`src/sv/pu_pkg.sv`:
```
// Shared constants, factorial table and controller/datapath interface types.
package pu_pkg;

    // Sizing
    localparam int MAX_NODES   = 12;
    localparam int RANK_W      = 29;
    localparam int NODE_W      = 4;
    localparam int CFG_W       = 4;
    localparam int CFG_RESET   = 4;
    localparam int FACT_W      = 64;  // holds factorials up to 20!
    localparam int CNT_W       = $clog2(MAX_NODES + 1);
    localparam int QW          = (MAX_NODES > 1) ? $clog2(MAX_NODES) : 1;
    localparam int BW          = (QW > 1) ? $clog2(QW) : 1;
    localparam int TDATA_IN_W  = ((RANK_W + 7) / 8) * 8;
    localparam int TDATA_OUT_W = ((NODE_W + 7) / 8) * 8;

    // Factorial table, built at elaboration: FACT_TAB[i] = i!
    typedef logic [FACT_W-1:0] t_fact_tab [0:MAX_NODES];

    function automatic t_fact_tab fact_tab_f();
        t_fact_tab t;
        t[0] = FACT_W'(1);
        for (int i = 1; i <= MAX_NODES; i++) begin
            t[i] = t[i-1] * FACT_W'(i);
        end
        return t;
    endfunction

    localparam t_fact_tab FACT_TAB = fact_tab_f();

    // What goes into the output register on a push
    typedef enum logic [1:0] {
        PUSH_HEAD,
        PUSH_NODE,
        PUSH_TAIL,
        PUSH_BAD
    } t_push;

    // Controller -> datapath
    typedef struct packed {
        logic  load;      // capture rank, node count and fresh pool
        logic  push;      // write output register
        t_push push_sel;
        logic  div_init;  // clear quotient, start at top bit
        logic  div_step;  // one restoring division step
        logic  remove;    // drop selected node from the pool
    } t_cmd;

    // Datapath -> controller
    typedef struct packed {
        logic out_free;   // output register empty or being drained
        logic bad;        // captured rank is out of range
        logic cnt_zero;
        logic cnt_one;
        logic bit_zero;   // last division step
    } t_stat;

endpackage

```
`src/sv/permutation_unrank_top.sv`:
```
// Top level of the factorial-base permutation unranking block.
//
//  channel   direction  payload (low bit up)            framing
//  -------   ---------  ------------------------------  -----------------------------
//  s_axis    in         tdata: rank[28:0], zero pad     one request per rank
//  m_axis    out        tdata: node[3:0], zero pad      0, p1..pn, 0; tlast on final
//                       tuser: bad_rank                 single result when rank bad
//  cfg       in         wdata: node_count[3:0]          write when i_cfg_wen high
//
// Each node digit has QW = 4 quotient bits. The digit divider is restoring,
// one quotient bit per cycle, and each digit is followed by an emit state that
// waits for a free output register.
// A new request is taken once the tail or bad-rank result is in the output register.
// Synchronous active-low reset sets node_count to 4 and empties the output.
// A stalled output holds the sequencer only in a pushing state: head, emit or tail.
module permutation_unrank_top (
    input  logic                           i_clk,
    input  logic                           i_rst_n,
    // configuration
    input  logic                           i_cfg_wen,
    input  logic [pu_pkg::CFG_W-1:0]       i_cfg_wdata,   // node_count
    // rank requests
    input  logic                           i_s_tvalid,
    output logic                           o_s_tready,
    input  logic [pu_pkg::TDATA_IN_W-1:0]  i_s_tdata,     // rank
    // permutation results
    output logic                           o_m_tvalid,
    input  logic                           i_m_tready,
    output logic [pu_pkg::TDATA_OUT_W-1:0] o_m_tdata,     // node
    output logic                           o_m_tlast,
    output logic [0:0]                     o_m_tuser      // bad_rank
);

    pu_pkg::t_cmd              w_cmd;
    pu_pkg::t_stat             w_stat;
    logic [pu_pkg::NODE_W-1:0] w_node;
    logic                      w_bad;

    pu_ctrl u_ctrl (
        .i_clk      (i_clk),
        .i_rst_n    (i_rst_n),
        .i_s_tvalid (i_s_tvalid),
        .o_s_tready (o_s_tready),
        .i_stat     (w_stat),
        .o_cmd      (w_cmd)
    );

    pu_dpath u_dpath (
        .i_clk       (i_clk),
        .i_rst_n     (i_rst_n),
        .i_cfg_wen   (i_cfg_wen),
        .i_cfg_wdata (i_cfg_wdata),
        .i_rank      (i_s_tdata[pu_pkg::RANK_W-1:0]),
        .i_m_tready  (i_m_tready),
        .i_cmd       (w_cmd),
        .o_stat      (w_stat),
        .o_valid     (o_m_tvalid),
        .o_node      (w_node),
        .o_last      (o_m_tlast),
        .o_bad       (w_bad)
    );

    assign o_m_tdata    = pu_pkg::TDATA_OUT_W'(w_node);
    assign o_m_tuser[0] = w_bad;

`ifndef ASSERT_OFF
    // An accepted request keeps the input closed while it is worked on
    a_busy_after_accept: assert property (@(posedge i_clk) disable iff (!i_rst_n)
        (i_s_tvalid && o_s_tready) |=> !o_s_tready)
        else $error("input ready right after accepting a rank");

    // A rejected rank is a lone depot result that closes the run
    a_bad_is_last: assert property (@(posedge i_clk) disable iff (!i_rst_n)
        (o_m_tvalid && o_m_tuser[0]) |-> (o_m_tlast && w_node == '0))
        else $error("bad rank result not a final depot result");

    // Emitted nodes never exceed the pool size
    a_node_range: assert property (@(posedge i_clk) disable iff (!i_rst_n)
        o_m_tvalid |-> (int'(w_node) <= pu_pkg::MAX_NODES))
        else $error("node out of range");
`endif

endmodule

```
`src/sv/pu_ctrl.sv`:
```
// Sequencer for unranking: frame head, digit divisions, node emits, frame tail, or a lone bad-rank result.
module pu_ctrl (
    input  logic          i_clk,
    input  logic          i_rst_n,
    input  logic          i_s_tvalid,
    output logic          o_s_tready,
    input  pu_pkg::t_stat i_stat,
    output pu_pkg::t_cmd  o_cmd
);

    typedef enum logic [2:0] {
        S_IDLE,
        S_START,
        S_DIV,
        S_EMIT,
        S_TAIL
    } t_state;

    t_state r_state, n_state;
    logic   r_ready;

    assign o_s_tready = r_ready;

    // Next state and commands
    always_comb begin
        n_state        = r_state;
        o_cmd          = '0;
        o_cmd.push_sel = pu_pkg::PUSH_HEAD;
        unique case (r_state)
            S_IDLE: begin
                if (i_s_tvalid && r_ready) begin
                    o_cmd.load = 1'b1;
                    n_state    = S_START;
                end
            end
            S_START: begin
                if (i_stat.out_free) begin
                    o_cmd.push = 1'b1;
                    if (i_stat.bad) begin
                        o_cmd.push_sel = pu_pkg::PUSH_BAD;
                        n_state        = S_IDLE;
                    end else begin
                        o_cmd.push_sel = pu_pkg::PUSH_HEAD;
                        o_cmd.div_init = 1'b1;
                        n_state        = i_stat.cnt_zero ? S_TAIL : S_DIV;
                    end
                end
            end
            S_DIV: begin
                o_cmd.div_step = 1'b1;
                if (i_stat.bit_zero) begin
                    n_state = S_EMIT;
                end
            end
            S_EMIT: begin
                if (i_stat.out_free) begin
                    o_cmd.push     = 1'b1;
                    o_cmd.push_sel = pu_pkg::PUSH_NODE;
                    o_cmd.remove   = 1'b1;
                    o_cmd.div_init = 1'b1;
                    n_state        = i_stat.cnt_one ? S_TAIL : S_DIV;
                end
            end
            S_TAIL: begin
                if (i_stat.out_free) begin
                    o_cmd.push     = 1'b1;
                    o_cmd.push_sel = pu_pkg::PUSH_TAIL;
                    n_state        = S_IDLE;
                end
            end
            default: n_state = S_IDLE;
        endcase
    end

    // State and registered ready
    always_ff @(posedge i_clk) begin
        if (!i_rst_n) begin
            r_state <= S_IDLE;
            r_ready <= 1'b1;
        end else begin
            r_state <= n_state;
            r_ready <= (n_state == S_IDLE);
        end
    end

endmodule

```
`src/sv/pu_dpath.sv`:
```
// Datapath: node count register, range check, digit divider, node pool, output register.
module pu_dpath (
    input  logic                        i_clk,
    input  logic                        i_rst_n,
    input  logic                        i_cfg_wen,
    input  logic [pu_pkg::CFG_W-1:0]    i_cfg_wdata,
    input  logic [pu_pkg::RANK_W-1:0]   i_rank,
    input  logic                        i_m_tready,
    input  pu_pkg::t_cmd                i_cmd,
    output pu_pkg::t_stat               o_stat,
    output logic                        o_valid,
    output logic [pu_pkg::NODE_W-1:0]   o_node,
    output logic                        o_last,
    output logic                        o_bad
);

    logic [pu_pkg::CFG_W-1:0]  r_cfg;
    logic [pu_pkg::RANK_W-1:0] r_idx, n_idx;
    logic [pu_pkg::CNT_W-1:0]  r_cnt;
    logic [pu_pkg::QW-1:0]     r_q, n_q;
    logic [pu_pkg::BW-1:0]     r_bit;
    logic [pu_pkg::NODE_W-1:0] r_pool [pu_pkg::MAX_NODES];
    logic                      r_bad;
    logic                      r_valid;
    logic [pu_pkg::NODE_W-1:0] r_node;
    logic                      r_last;
    logic                      r_obad;

    logic [pu_pkg::CNT_W-1:0]  w_n;
    logic                      w_bad;
    logic [pu_pkg::CNT_W-1:0]  w_fidx;
    logic [pu_pkg::FACT_W-1:0] w_fact;
    logic [pu_pkg::RANK_W-1:0] w_shr;
    logic                      w_ge;
    logic                      w_free;
    logic [pu_pkg::NODE_W-1:0] w_sel;

    // Node count, saturated to the pool size
    assign w_n = (int'(r_cfg) > pu_pkg::MAX_NODES) ? pu_pkg::CNT_W'(pu_pkg::MAX_NODES)
                                                   : pu_pkg::CNT_W'(r_cfg);

    // Range check on the incoming one-based rank
    assign w_bad = (i_rank == '0) ||
                   (pu_pkg::FACT_W'(i_rank) > pu_pkg::FACT_TAB[w_n]);

    // Divisor for the current digit is (count-1)!
    assign w_fidx = (r_cnt == '0) ? '0 : r_cnt - pu_pkg::CNT_W'(1);
    assign w_fact = pu_pkg::FACT_TAB[w_fidx];

    // Restoring step: idx >= f << b is tested as (idx >> b) >= f, no overflow
    assign w_shr = r_idx >> r_bit;
    assign w_ge  = pu_pkg::FACT_W'(w_shr) >= w_fact;

    always_comb begin
        n_idx = r_idx;
        n_q   = r_q;
        if (w_ge) begin
            n_idx        = r_idx - pu_pkg::RANK_W'(w_fact << r_bit);
            n_q[r_bit]   = 1'b1;
        end
    end

    assign w_sel  = r_pool[r_q];
    assign w_free = !r_valid || i_m_tready;

    assign o_stat.out_free = w_free;
    assign o_stat.bad      = r_bad;
    assign o_stat.cnt_zero = (r_cnt == '0);
    assign o_stat.cnt_one  = (r_cnt == pu_pkg::CNT_W'(1));
    assign o_stat.bit_zero = (r_bit == '0);

    // Control registers: configuration and output valid
    always_ff @(posedge i_clk) begin
        if (!i_rst_n) begin
            r_cfg   <= pu_pkg::CFG_W'(pu_pkg::CFG_RESET);
            r_valid <= 1'b0;
        end else begin
            if (i_cfg_wen) begin
                r_cfg <= i_cfg_wdata;
            end
            if (i_cmd.push) begin
                r_valid <= 1'b1;
            end else if (i_m_tready) begin
                r_valid <= 1'b0;
            end
        end
    end

    // Working registers
    always_ff @(posedge i_clk) begin
        if (i_cmd.load) begin
            r_idx <= i_rank - pu_pkg::RANK_W'(1);
            r_cnt <= w_n;
            r_bad <= w_bad;
            for (int k = 0; k < pu_pkg::MAX_NODES; k++) begin
                r_pool[k] <= pu_pkg::NODE_W'(k + 1);
            end
        end
        if (i_cmd.div_step) begin
            r_idx <= n_idx;
            r_q   <= n_q;
            r_bit <= r_bit - pu_pkg::BW'(1);
        end
        if (i_cmd.div_init) begin
            r_q   <= '0;
            r_bit <= pu_pkg::BW'(pu_pkg::QW - 1);
        end
        // Close the gap left by the chosen node
        if (i_cmd.remove) begin
            r_cnt <= r_cnt - pu_pkg::CNT_W'(1);
            for (int k = 0; k < pu_pkg::MAX_NODES - 1; k++) begin
                if (pu_pkg::QW'(k) >= r_q) begin
                    r_pool[k] <= r_pool[k+1];
                end
            end
        end
    end

    // Output register payload
    always_ff @(posedge i_clk) begin
        if (i_cmd.push) begin
            unique case (i_cmd.push_sel)
                pu_pkg::PUSH_HEAD: begin
                    r_node <= '0;
                    r_last <= 1'b0;
                    r_obad <= 1'b0;
                end
                pu_pkg::PUSH_NODE: begin
                    r_node <= w_sel;
                    r_last <= 1'b0;
                    r_obad <= 1'b0;
                end
                pu_pkg::PUSH_TAIL: begin
                    r_node <= '0;
                    r_last <= 1'b1;
                    r_obad <= 1'b0;
                end
                pu_pkg::PUSH_BAD: begin
                    r_node <= '0;
                    r_last <= 1'b1;
                    r_obad <= 1'b1;
                end
                default: begin
                    r_node <= '0;
                    r_last <= 1'b1;
                    r_obad <= 1'b1;
                end
            endcase
        end
    end

    assign o_valid = r_valid;
    assign o_node  = r_node;
    assign o_last  = r_last;
    assign o_bad   = r_obad;

endmodule
```
`config.mk`:
```
export PLATFORM = sky130hd
export DESIGN_NAME = permutation_unrank_top
export DESIGN_NICKNAME = d
export VERILOG_FILES = /design/src/sv/pu_pkg.sv /design/src/sv/permutation_unrank_top.sv /design/src/sv/pu_ctrl.sv /design/src/sv/pu_dpath.sv
export SDC_FILE = /design/constraint.sdc
export NUM_CORES = 1
export LEC_CHECK = 0
export BUFFER_PORTS_ARGS = -buffer_cell sky130_fd_sc_hd__buf_2
export CORE_AREA = 2 2 150 152
export CTS_CLUSTER_DIAMETER = 120
export DETAILED_ROUTE_END_ITERATION = 8
export DIE_AREA = 0 0 152 154
export GPL_TIMING_DRIVEN = 0
export PLACE_DENSITY_LB_ADDON = 0.08
export SETUP_SLACK_MARGIN = 0.2
export SLEW_MARGIN = 25
export SYNTH_ARGS = -nofsm -noshare
export SYNTH_HDL_FRONTEND = slang
export SYNTH_HIERARCHICAL = 1
export SYNTH_SLANG_ARGS = --single-unit
```
`constraint.sdc`:
```
create_clock -name i_clk -period 5.35 [get_ports i_clk]
set_clock_uncertainty 0.1 [all_clocks]
set_input_delay 0.8025 -clock i_clk [delete_from_list [all_inputs] [get_ports i_clk]]
set_output_delay 0.8025 -clock i_clk [all_outputs]
set_load 0.02 [all_outputs]
```
## Word-level counts from Yosys, hierarchy flattened

Memory sizes are Yosys's and may differ from the RTL's. A register that Yosys moved wholly into a read port is not among the register bits.
Cells that the tools add are included.

| storage, ports and cells | value |
|---|---|
| bits in read-only memories | 2048 |
| input port bits | 41 |
| RAM bits | 48 |
| output and inout port bits | 12 |
| logic and storage cells | 169 |
| register bits | 55 |
| memories | 3 |

Memory list:

| memory | depth | width | read ports | clocked after Yosys merged registers in | write ports | RTL line | RTL |
|---|---|---|---|---|---|---|---|
| (name not given) | 16 | 64 | 1 | 0 | 0 | pu_dpath.sv:44 | `(pu_pkg::FACT_W'(i_rank) > pu_pkg::FACT_TAB[w_n]);` |
| (name not given) | 16 | 64 | 1 | 0 | 0 | pu_dpath.sv:48 | `assign w_fact = pu_pkg::FACT_TAB[w_fidx];` |
| u_dpath.r_pool | 12 | 4 | 12 | 1 | 12 | pu_dpath.sv:22 | `logic [pu_pkg::NODE_W-1:0] r_pool [pu_pkg::MAX_NODES];` |

| operators by class | value |
|---|---|
| bitwise operators | 14 |
| $lt $le $gt $ge | 18 |
| equality and inequality tests | 9 |
| shifts and indexed selects | 2 |
| add/sub/neg operators | 4 |
| multiplexer cells | 87 |
| reductions and logical operators | 20 |

Operator list:

| cell | count |
|---|---|
| $mux 64 | 4 |
| $mux 29 | 3 |
| $mux 4 | 19 |
| $ge 29x64->1 | 1 |
| $gt 29x64->1 | 1 |
| $shl 64x2->29 | 1 |
| $mux 1 | 44 |
| $logic_not 29->1 | 1 |
| $shr 29x2->29 | 1 |
| $sub 29x1->29 const B | 1 |
| $sub 29x29->29 | 1 |
| $mux 3 | 9 |
| $ge 3x4->1 const A | 4 |
| $pmux 3 s5 | 1 |
| $ge 4x4->1 const A | 3 |
| $or 1x1->1 | 11 |
| $ge 5x5->1 const B | 2 |
| $not 4->5 | 2 |
| $pmux 3 s3 | 1 |
| $ge 1x4->1 const A | 2 |
| $ge 2x4->1 const A | 2 |
| $pmux 4 s2 | 1 |
| $eq 3x2->1 const B | 2 |
| $logic_not 3->1 | 2 |
| other kinds (24) | 35 |

## Logic depth before layout (Yosys ltp)

| logic depth | value |
|---|---|
| depth in word-level cells | 10 |
| depth in mapped cells | 20 |
| mapped depth without buffers | 19 |

## Modules after synthesis

The synthesis kept the hierarchy.

By module, submodules not included:

| module | sequential area each (sq um) | cells an instance | area each (sq um) | times used |
|---|---|---|---|---|
| pu_dpath | 2672.6 | 1013 | 9331.4 | 1 |
| pu_ctrl | 80.1 | 43 | 321.6 | 1 |
| permutation_unrank_top | 0.0 | 5 | 33.8 | 1 |

## Worst setup path before layout

Ideal clock, no wire load.

| path | value |
|---|---|
| path kind | reg-to-reg |
| start point | register u_dpath/r_bit[0] (netlist bit) |
| end point | register u_dpath/r_idx[0] (netlist bit), enable pin |
| library setup time | 0.425 ns |
| cell stages (with the launch flop) | 12 |
| arrival time | 4.351 ns |
| required time | 4.825 ns |
| period minus slack after synthesis | 4.876 ns |
| path buffers | 2 |
| setup slack | 0.474 ns |
| cells stage by stage | dfxtp_1 > buf_1 > buf_2 > mux4_2 > ha_1 > a21o_1 > a21o_1 > a21oi_1 > or3_1 > o2111ai_1 > a211oi_1 > a21oi_1 |

| on the way | value |
|---|---|
| cells in the longest elaborated chain, start to end | 4 |

Ends and longest elaborated chain:

| what | RTL line | RTL |
|---|---|---|
| start, declared | pu_dpath.sv:21 | `logic [pu_pkg::BW-1:0] r_bit;` |
| start signal, assigned | pu_dpath.sv:102 | `r_bit <= r_bit - pu_pkg::BW'(1);` |
| start signal, assigned | pu_dpath.sv:106 | `r_bit <= pu_pkg::BW'(pu_pkg::QW - 1);` |
| $shr 29x2->29 | pu_dpath.sv:51 | `assign w_shr = r_idx >> r_bit;` |
| $ge 29x64->1 | pu_dpath.sv:52 | `assign w_ge = pu_pkg::FACT_W'(w_shr) >= w_fact;` |
| $ne 2x1->1 (no source line) | n/a |  |
| $reduce_and 2->1 (no source line) | n/a |  |
| end signal, assigned | pu_dpath.sv:92 | `r_idx <= i_rank - pu_pkg::RANK_W'(1);` |
| end signal, assigned | pu_dpath.sv:100 | `r_idx <= n_idx;` |
| end, declared | pu_dpath.sv:18 | `logic [pu_pkg::RANK_W-1:0] r_idx, n_idx;` |

No other way between the ends.
A chain may end at the register's enable or synchronous reset.

## Worst setup path after layout

| path | value |
|---|---|
| start point | register u_dpath/r_cnt[0] (netlist bit) |
| end point | register u_dpath/r_idx[27] (netlist bit) (data pin) |

| on the way | value |
|---|---|
| cells in the longest elaborated chain, start to end | 10 |
| elaborated cells between the ends (all ways) | 11 |
| those cells by class | add/sub (2); shift (1); mux (5); bitwise (1); reduce/logical (1); memory (1) |

Ends and longest elaborated chain:

| what | RTL line | RTL |
|---|---|---|
| start, declared | pu_dpath.sv:19 | `logic [pu_pkg::CNT_W-1:0] r_cnt;` |
| start signal, assigned | pu_dpath.sv:93 | `r_cnt <= w_n;` |
| start signal, assigned | pu_dpath.sv:110 | `r_cnt <= r_cnt - pu_pkg::CNT_W'(1);` |
| $sub 4x1->4 or $logic_not 4->1 (tied branches) | pu_dpath.sv:47 | `assign w_fidx = (r_cnt == '0) ? '0 : r_cnt - pu_pkg::CNT_W'(1);` |
| $mux 4 (*) | pu_dpath.sv:47 |  |
| $not 4->5 (not written as such) (*) | pu_dpath.sv:48 |  |
| $mem_v2 16x64 (*) | n/a |  |
| $mux 64 (not written as such) (*) (2 in series) | pu_dpath.sv:48 |  |
| $shl 64x2->29 (*) | pu_dpath.sv:58 | `n_idx = r_idx - pu_pkg::RANK_W'(w_fact << r_bit);` |
| $sub 29x29->29 (*) | pu_dpath.sv:58 |  |
| $mux 29 (*) | pu_dpath.sv:57 | `if (w_ge) begin` |
| $mux 29 (*) | pu_dpath.sv:99 | `if (i_cmd.div_step) begin` |

Every way passes the cells marked *; elsewhere a longest branch is shown, timed or not. The select of a mux whose other input is x is not followed.

==> metrics.md <==
| Metric | Value |
|---|---|
| Yosys top cell area share | `24.49%` |
| Vias after detailed routing | `8309` |
| Drt wl/cell | `19.60 µm` |
| Final min period | `4925 ps` |
| Fmax achieved | `0.2030 GHz` |
| Post-Route WL | `27620 µm` |
| Ys async rst share | `0%` |
| Comb pwr share | `64.6%` |
| Static Leak | `4.162 nW` |
| Layout Utilization | `49.35%` |
| Internal | `2.542 mW` |
| Most frequent cell after synthesis | `ha_1` |
| M2 GR Usage | `34.79%` |
| Critical Path End Type | `flop` |
| TritonCTS buffer count | `9` |
| CTS tree | `yes` |
| Synth Area in XOR/XNOR | `4.340%` |
| RSZ-0062 raised after global routing | `no` |
| Yosys warns | `6` |
| Worst-path maximum fanout | `7` |
| GR met1 Demand/Resource | `35.21%` |
| Clock sink total | `98` |
| Top cells by count, synth | `99 x ha_1, 91 x nor2_1, 90 x a21oi_1, 79 x edfxtp_1, 73 x nand2_1` |
| Die area | `23410 µm²` |
| Compound-Gate Fraction of Synth Area | `19.03%` |
| Total number of H-tree levels | `3` |
| Slew Limit Fails | `0` |
| Area delta synth->final | `10.50%` |
| Pwr dens | `450.8 nW/µm²` |
| Final HPWL DP | `22080 µm` |
| Clock Tree Root | `clkbuf_16` |
| Die Width | `152 µm` |
| Fin nets | `1265` |
| Critical path required time | `5340 ps` |
| Pre-CTS WS | `-264.4 ps` |
| Starting Density | `44.66%` |
| Row count | `54` |
| Num ports | `53` |
| Slowest CP cell | `mux2i_1` |
| Met3 Usage GRT | `4.989%` |
| Initial antenna violation count | `0` |
| # DRC | `0` |
| Post-Synth Adder-Cell Area | `12.99%` |
| 1st-pass router iterations | `5` |
| Core area | `21690 µm²` |
| Vias in the first global route | `7980` |
| Fraction of synthesized area in multiplexers | `10.94%` |
| Diode count | `0` |
| Final Hold Viols | `0` |
| Worst r2r path cells | `16` |
| Hold Path Class | `reg2reg` |
| Worst-Skew Late Latency | `350 ps` |
| Post-synth top area cell | `edfxtp_1` |
| Sw frac | `47.31%` |
| First-pass GRT wire length | `43740 µm` |
| Most frequent CP cell | `mux2i_1` |
| Synth cell types | `80` |
| Crit path kind | `reg2reg` |
| Max Root-Sink Buffers | `2` |
| Sequential share of power | `21.6%` |
| #FFs+latches synth | `98` |
| Rel. slew slack | `46.26%` |
| Die H | `154 µm` |
| Seq/Total Area, Yosys | `28.42%` |
| Clock-pin slew on the worst setup and hold paths | `80 ps` |
| Largest stage delay, worst path | `590 ps` |
| Status | `complete, no violations` |
| Remaining Overflow, GRT | `0` |
| PortBufs | `44` |
| Synth area leaders | `edfxtp_1 24%, ha_1 13%, mux4_2 7.7%` |
| CP startpoint kind | `flop` |
| Layout cells sized above 1 | `14.70%` |
| Slew @ Worst Pin | `798.7 ps` |
| Cell area after technology mapping | `9687 µm²` |
| Endpoints failing setup | `0` |
| Cells after Synth | `1061` |
| Total power | `4.825 mW` |
| Final worst-path setup slack | `425.1 ps` |
| Gr busiest metal | `met1` |
| Synth Area per Inst | `9.130 µm²` |
| Post-CTS Hold Buffers | `0` |
| Largest family of logic cells by synthesized area | `simple AND/OR/NAND/NOR gates` |
| Synth Flop Type | `edfxtp_1` |
| Pin count of the biggest net entering global routing | `19` |
| VDD IR max | `0.0002229 V` |
| Drt via density | `5.897` |
| Worst hold stages | `2` |
| Max cap viols | `0` |
| Fin cells | `1409` |
| Critical-path cell list | `buf_4, nor3_2, mux2i_1, nand3_1, inv_1, mux2i_1, nor2_1, a21oi_1, ha_1, a21o_1, a211oi_1, nand2_1, o22ai_2, o41ai_4, a2111oi_0, nor3_1` |
| Post-synth EDFFs | `79` |
| Post-Synth Simple-Gate Area | `19.88%` |
| Remaining antenna violation count after routing | `0` |
| Worst EP arrival | `4910 ps` |
| Routability congestion estimate from global placement | `0.9180` |
| Placed Cells incl. Taps | `1391` |
| Net Sw Power | `2.283 mW` |
| Clock power share | `13.8%` |
| DRT iter0 DRCs | `650` |
| GRT Overall Usage | `23.66%` |
| Part of the cycle the worst path needs | `92.06%` |
## stage by stage
stage	cell area (µm²)	setup TNS (ps)	hold WS (ps)
finish	10700	0	420.0
global route	10700	0	427.5
CTS	10650	0	421.4
detailed placement	10330	-757.0	416.9
global placement	10270	-47840	406.8
floorplan	9698	0	399.2
## worst max-delay path, delay by kind of cell (launching register included)
family          cells  cell delay, ps
flops               1             490
buf+inv             2             380
simple gates        5            1030
mux                 2             680
compound gates      6            1600
fa+ha+maj           1             390
## worst paths after layout
path                     from           endpoint  slack (ps)
max          u_dpath/r_cnt[0]  u_dpath/r_idx[27]         430
min           u_dpath/o_valid    u_dpath/o_valid         420
max reg2reg  u_dpath/r_cnt[0]  u_dpath/r_idx[27]         430
min reg2reg   u_dpath/o_valid    u_dpath/o_valid         420
## routing by layer
metal  wire, µm  part of all wire (%)  vias up
li1           -                     -     4086
met1      13670                    49     3944
met2      11640                    42      254
met3       1842                   6.7       25
met4        465                   1.7        0
met5          0                     0        -
## logic make-up after synthesis
logic type	after synthesis
other cells	1
buf+inv	102
fa+ha+maj	100
simple gates	361
flops	98
xor+xnor	48
compound gates	287
mux	64
## cell type report
type                            count  area, µm²
Buffer                             64      282.8
Clock buffer                       10      239.0
Clock inverter                      6      62.56
Fill cell                        2086      10980
Inverter                           38      142.6
Multi-Input combinational cell    864       6601
Sequential cell                    98       2753
Tap cell                          280      350.3
Timing Repair Buffer               49      272.8
## repair_timing
| action | in CTS | in global routing |
|---|---|---|
| pin swaps | 0 | 1 |
| gates resized for setup | 3 | 13 |
| setup endpoints to repair | 29 | 29 |
| setup buffers | 1 | 1 |
## registers in the layout, indices dropped and copies added, names as in the netlist, named ones only
name / count
u_ctrl/r_state: 3
u_dpath/r_cnt: 4
u_dpath/r_pool: 39
u_dpath/o_last: 1
u_dpath/r_bit: 2
u_dpath/o_valid: 1
u_dpath/r_bad: 1
u_dpath/r_cfg: 4
u_ctrl/o_s_tready: 1
u_dpath/r_q: 4
u_dpath/o_node: 4
u_dpath/r_idx: 29
u_dpath/o_bad: 1
## layout by cell type (no fill, tap or decap), types with 9 or more instances in the layout
| master | n |
|---|---|
| a211oi_1 | 19 |
| a21o_1 | 30 |
| a21oi_1 | 89 |
| and2_1 | 18 |
| and3_1 | 19 |
| buf_2 | 54 |
| clkbuf_1 | 39 |
| clkbuf_16 | 9 |
| dfxtp_1 | 19 |
| edfxtp_1 | 79 |
| ha_1 | 99 |
| inv_1 | 35 |
| mux2i_1 | 26 |
| mux4_2 | 33 |
| nand2_1 | 73 |
| nand2b_1 | 29 |
| nand3_1 | 19 |
| nand4_1 | 19 |
| nor2_1 | 90 |
| nor2b_1 | 25 |
| nor3_1 | 14 |
| o211ai_1 | 9 |
| o21a_1 | 10 |
| o21ai_0 | 58 |
| or2_2 | 11 |
| xnor2_1 | 28 |
| xor2_1 | 20 |
## power groups by stage
stage	clock, mW	combinational [mW]	sequential, mW
after floorplan	0	2.29	1.02
after global placement	0	2.96	1.06
after detailed placement	0	2.98	1.06
after CTS	0.687	3.03	1.04
after global routing	0.715	3.45	1.05
final	0.664	3.12	1.04
(Power assumes the default switching activity.)
